[config.mk]
export PLATFORM = sky130hd
export DESIGN_NAME = plc_front
export DESIGN_NICKNAME = d
export VERILOG_FILES = /design/src/design/plc_pkg.sv /design/src/design/plc_front.sv
export SDC_FILE = /design/constraint.sdc
export NUM_CORES = 1
export LEC_CHECK = 0
export ABC_AREA = 1
export BUFFER_PORTS_ARGS = -buffer_cell sky130_fd_sc_hd__buf_4
export CAP_MARGIN = 30
export CORE_ASPECT_RATIO = 1.5
export CORE_MARGIN = 8
export CORE_UTILIZATION = 53
export DETAILED_ROUTE_END_ITERATION = 16
export PLACE_DENSITY = 0.82
export RECOVER_POWER = 25
export SLEW_MARGIN = 10
export SYNTH_ARGS = -nofsm -noshare
export SYNTH_HDL_FRONTEND = slang
export SYNTH_SLANG_ARGS = --single-unit
[constraint.sdc]
create_clock -name i_clk -period 6.38 [get_ports i_clk]
set_input_delay 0.319 -clock i_clk [delete_from_list [all_inputs] [get_ports i_clk]]
set_output_delay 0.319 -clock i_clk [all_outputs]
set_load 0.05 [all_outputs]
[src/design/plc_pkg.sv]
// Shared types and constants for the piecewise-linear calibrator.
`timescale 1ns / 1ps
package plc_pkg;
    localparam int TABLE_POINTS = 16;
    localparam int IDX_W = $clog2(TABLE_POINTS);
    localparam int CNT_W = 5;
    localparam int DATA_W = 32;
    localparam int QUEUE_DEPTH = 2;
    localparam int QPTR_W = $clog2(QUEUE_DEPTH);

    typedef enum logic {
        CMD_CONVERT = 1'b0,
        CMD_WRITE = 1'b1
    } t_cmd;

    // One request as it travels from the front part to the back part.
    typedef struct packed {
        t_cmd cmd;
        logic [IDX_W-1:0] idx;
        logic signed [DATA_W-1:0] raw_point;
        logic signed [DATA_W-1:0] real_point;
        logic signed [DATA_W-1:0] measured;
    } t_req;
endpackage

[src/design/plc_front.sv]
// Front part: accepts requests into a short queue ahead of the back part.
`timescale 1ns / 1ps
module plc_front (
    input  logic          i_clk,
    input  logic          i_rst_n,
    input  logic          i_valid,
    output logic          o_stall,
    input  plc_pkg::t_req i_req,
    output logic          o_req_valid,
    input  logic          i_req_take,
    output plc_pkg::t_req o_req
);
    import plc_pkg::*;

    t_req r_q [QUEUE_DEPTH];
    logic [QPTR_W-1:0] r_wp, r_rp;
    logic [QPTR_W:0] r_cnt;
    logic push, pop;

    assign o_stall = (r_cnt == (QPTR_W+1)'(QUEUE_DEPTH));
    assign push = i_valid && !o_stall;
    assign o_req_valid = (r_cnt != '0);
    assign pop = o_req_valid && i_req_take;
    assign o_req = r_q[r_rp];

    always_ff @(posedge i_clk) begin
        if (push) begin
            r_q[r_wp] <= i_req;
        end
        if (!i_rst_n) begin
            r_wp <= '0;
            r_rp <= '0;
            r_cnt <= '0;
        end else begin
            if (push) r_wp <= r_wp + 1'b1;
            if (pop) r_rp <= r_rp + 1'b1;
            r_cnt <= r_cnt + (QPTR_W+1)'(push) - (QPTR_W+1)'(pop);
        end
    end
endmodule

# [Word level (Yosys, flattened, before mapping)]
# Memories as Yosys holds them, arrays and structs flattened. A register that Yosys moved wholly into a read port is not among the register bits.
# Index checks and enable logic that the tools add are counted.
[totals] ramBits=202 output_inout_bits=103 mem_count=1 in_bits=105 reg_bits=4 elab_cells=17
[memory_table] name="r_q" depth=2 word_bits=101 rd=1 rd_clocked_by_memory_dff=1 wr=1 line_no="plc_front.sv:15" text="t_req r_q [QUEUE_DEPTH];"
[classes] n_reduce_logical=4 eq_ne=1 muxes=4 n_addsub=4
[ops] cell="1-bit two-way mux" n=4
[ops] cell="1-bit adder, second input constant" n=2
[ops] cell="2-bit by 1-bit adder with 2-bit output" n=1
[ops] cell="2-bit == test, second input constant" n=1
[ops] cell="1-bit logical AND" n=2
[ops] cell="2-bit nonzero test" n=1
[ops] cell="2-bit by 1-bit subtractor with 2-bit output" n=1
[ops] cell="1-bit logical NOT" n=1

# [Logic depth before layout (Yosys ltp)]
[depth] word_depth=5 ltp_mapped=11 depth_no_buf=11

# [Worst setup path before layout]
# No wires, ideal clock.
[synth_timing] path_kind="reg-to-reg" startpoint="register r_cnt[0]" endpoint="memory r_q[0][0] (netlist bit) (enable)" stages_incl_launch_ff=5 path_buffers=0 slack_ps=1055 setup_time_ps=561 arrival_ps=4764 required_time_ps=5819 path_cell_list="dfxtp_1 > inv_1 > nand2_1 > nand2_1 > nor2_1"
[synth_between] elab_chain_cells=5
[synth_lines] element="from (decl)" line_no="plc_front.sv:17" text="logic [QPTR_W:0] r_cnt;"
[synth_lines] element="from (signal assigned)" line_no="plc_front.sv:37" text="r_cnt <= r_cnt + (QPTR_W+1)'(push) - (QPTR_W+1)'(pop);"
[synth_lines] element="2-bit == test" line_no="plc_front.sv:20" text="assign o_stall = (r_cnt == (QPTR_W+1)'(QUEUE_DEPTH));"
[synth_lines] element="1-bit logical NOT" line_no="plc_front.sv:21" text="assign push = i_valid && !o_stall;"
[synth_lines] element="1-bit logical AND" line_no="plc_front.sv:21"
[synth_lines] element="1-bit two-way mux" line_no="plc_front.sv:27" text="if (push) begin"
[synth_lines] element="1-bit two-way mux (not written as such)" line_no="plc_front.sv:28" text="r_q[r_wp] <= i_req;"
[synth_lines] element="to (decl)" line_no="plc_front.sv:15"
# Every way passes these cells.

==> impl_metrics.py <==
metrics = {
    "layout": {
        "seq_area_um2": 6170,
        "nFillCells": 964,
        "areaGrowthSynthToFinish_pct": 27.0,
        "layout_common_cells": "202 x edfxtp_1, 143 x buf_4, 90 x mux2_4, 62 x clkbuf_4, 19 x clkbuf_16",
        "diodes": 0,
        "nNetsFinal": 680,
        "final_util": 0.679,
        "final_common_cell": "edfxtp_1",
        "multi_input_area_um2": 1600,
        "drive_gt1_frac": 0.564,
    },
    "sta": {
        "fin_skew_ns": 0.00798,
        "rsz0062_at_grt": "false",
        "tightest_slew_ns": 0.912,
        "fin_crit_sh": 0.503,
        "fin_setup_tns_ns": 0,
        "fmax_ghz": 0.312,
        "maxSlewViolCount": 0,
        "setup_viol": 0,
        "period_needed_ns": 3.21,
        "slew_headroom": 0.392,
        "hold_viol": 0,
    },
    "placement": {
        "gp_congestion": 0.668,
        "port_buffers": 207,
        "dpl.hpwl_um": 10800,
    },
    "yosys": {
        "synth.distinct_cells": 13,
        "syn_nets": 459,
        "seq_area_frac_synth": 0.772,
        "synthCells": 352,
        "syn_area_per_cell_um2": 22.7,
        "netlist_area_um2": 7990,
        "synth_area_leaders": "edfxtp_1 76%, mux2_4 17%, buf_12 2.3%",
        "ys_warn_count": 0,
        "synth_edf_count": 202,
        "synth_top_area_frac": 0.760,
        "synth_top_flop_cell": "edfxtp_1",
        "ys_async_sr_fraction": 0,
        "ys_ff_latch": 207,
        "synth_top_area_cell": "edfxtp_1",
    },
    "clocking": {
        "cts_buffers": 19,
        "cts_resized": 0,
        "cts_tree": "built",
        "cts-root-buf": "clkbuf_16",
        "cts_setup_buffers": 0,
        "clkLatencyLatePin_ns": 0.47,
        "ctsHtreeMaxLevel": 1,
        "cts_buffer_depth": 3,
        "ctsHoldBuffers": 0,
        "clk_pin_slew_ns": 0.06,
        "clkSinkCount": 207,
    },
    "hold_path": {
        "worstHoldPathType": "input port to flip-flop",
        "holdCritStartpoint": "i_req[96]",
        "min_to": "r_q[0][96]$_DFFE_PP_",
        "hold_path_depth": 1,
    },
    "route": {
        "first_pass_iters": 4,
        "avgViaCountPerCell": 4.96,
        "num_vias": 3889,
        "drc": 0,
        "wl_per_cell_um": 19.7,
        "wl_um": 15400,
        "final_antenna_net_count": 0,
        "drtIter0Drc": 184,
    },
    "critical_path": {
        "worst-r2r-setup-slack_ns": 4.02,
        "cpMostUsedCell": "buf_4",
        "cp.buffers_inverters": 2,
        "slowest_stage": "dfxtp_4",
        "critPathTopFamily": "buffers and inverters",
        "start_kind": "flip-flop",
        "crit_chain": "buf_4, mux2_2, buf_4",
        "max_stage_delay_ns": 0.92,
        "rr_worst_depth": 5,
        "cp.required_ns": 6.06,
        "critical_path_class": "flip-flop to primary output",
        "critPathCaptureType": "primary output",
        "worst-path-max-fanout": 51,
        "r2r_end": "r_q[1][13]$_DFFE_PP_",
        "cp.arrival_ns": 2.89,
        "r2r_start": "r_cnt[0]$_SDFF_PN0_",
    },
    "global_route": {
        "grt-ovfl-total": 0,
        "grt_max_degree": 53,
        "grt_pass1_vias": 4265,
        "antenna_found_initial": 0,
        "track_usage": 0.158,
        "grt_pass1_wl_um": 23200,
    },
    "floorplanning": {
        "die-width_um": 116,
        "core_um2": 14900,
        "ioPinCount": 208,
        "die_h_um": 166,
        "dieArea_um2": 19300,
        "placementRows": 55,
        "start_util": 0.535,
    },
    "power": {
        "total_leakage_power_uw": 0.00396,
        "power.density_nw_per_um2": 444,
        "ir_drop_v": 0.000405,
    },
    "job": {
        "max_cap_violations": 0,
    },
    "run_status": {
        "outcome": "completed",
    },
}
where the power goes:
| group | internal (µW) | switching [µW] | leakage (µW) | total, µW |
|---|---|---|---|---|
| Clock | 545 | 440 | 0.000259 | 985 |
| Combinational | 617 | 1080 | 0.00178 | 1700 |
| Sequential | 1730 | 98.4 | 0.00193 | 1830 |
metrics by stage:
stage               hold slack [ns]  worst slack (ns)  area [µm²]  cells  total power [µW]
floorplan                     0.412              1.05        7990    352              3180
global placement              0.486              3.65        9640    751              3540
detailed placement            0.493              3.60        9640    751              3580
CTS                          0.0120              3.09       10200    784              4570
global route                 0.0207              3.01       10100    784              4680
finish                       0.0361              3.17       10100    784              4510
cells in the mapped netlist (2+ instances only):
cell type,number
nand3_1,3
edfxtp_1,202
nor2_1,8
nand2_1,9
a21oi_1,2
buf_12,9
mux2_2,11
inv_1,9
mux2_4,90
dfxtp_1,5
ha_1,2
layout make-up:
cell class | instances | share of cell area
sequential | 207 | 0.608
multi-input combinational | 125 | 0.157
timing repair buffer | 211 | 0.154
clock buffer | 24 | 0.0487
tap | 199 | 0.0245
clock inverter | 9 | 0.00358
inverter | 9 | 0.00358
registers in the layout, summed over array words and instances (netlist names), named ones only:
signal and count:
r_cnt 2, r_q 202, r_rp 1, r_wp 1
cells by family after synthesis:
group | Yosys count | synth area share
AND/OR/NAND/NOR | 20 | 0.00987
AO/OA/AOI/OAI | 2 | 0.00125
flip-flops | 207 | 0.772
adder cells (fa/ha/maj) | 2 | 0.00313
buffers and inverters | 20 | 0.0288
multiplexers | 101 | 0.185
layer usage:
layer | routed length, µm | GRT usage | part of all wire
met2 | 8460 | 0.287 | 0.55
met1 | 5580 | 0.170 | 0.36
met5 | 0 | 0 | 0
met3 | 1000 | 0.0371 | 0.065
met4 | 377 | 0.0561 | 0.024
worst max-delay path by stage:
stage | end | slack, ns | depth (start not counted)
after detailed placement | o_req[88] | 3.60 | 3
final | o_req[88] | 3.17 | 3
after global placement | o_req[88] | 3.65 | 3
after global routing | o_req[88] | 3.01 | 3
after floorplan | r_q[0][0]$_DFFE_PP_ | 1.05 | 4
after CTS | o_req[88] | 3.09 | 3
worst reg2reg max path, stage by stage (launching register included):
cell and delay (ns):
dfxtp_1 0.35, inv_1 0.07, nand2_1 0.13, nand3_1 0.15
inv_4 0.50, buf_4 0.73
Power figures use the tool's default switching activity.
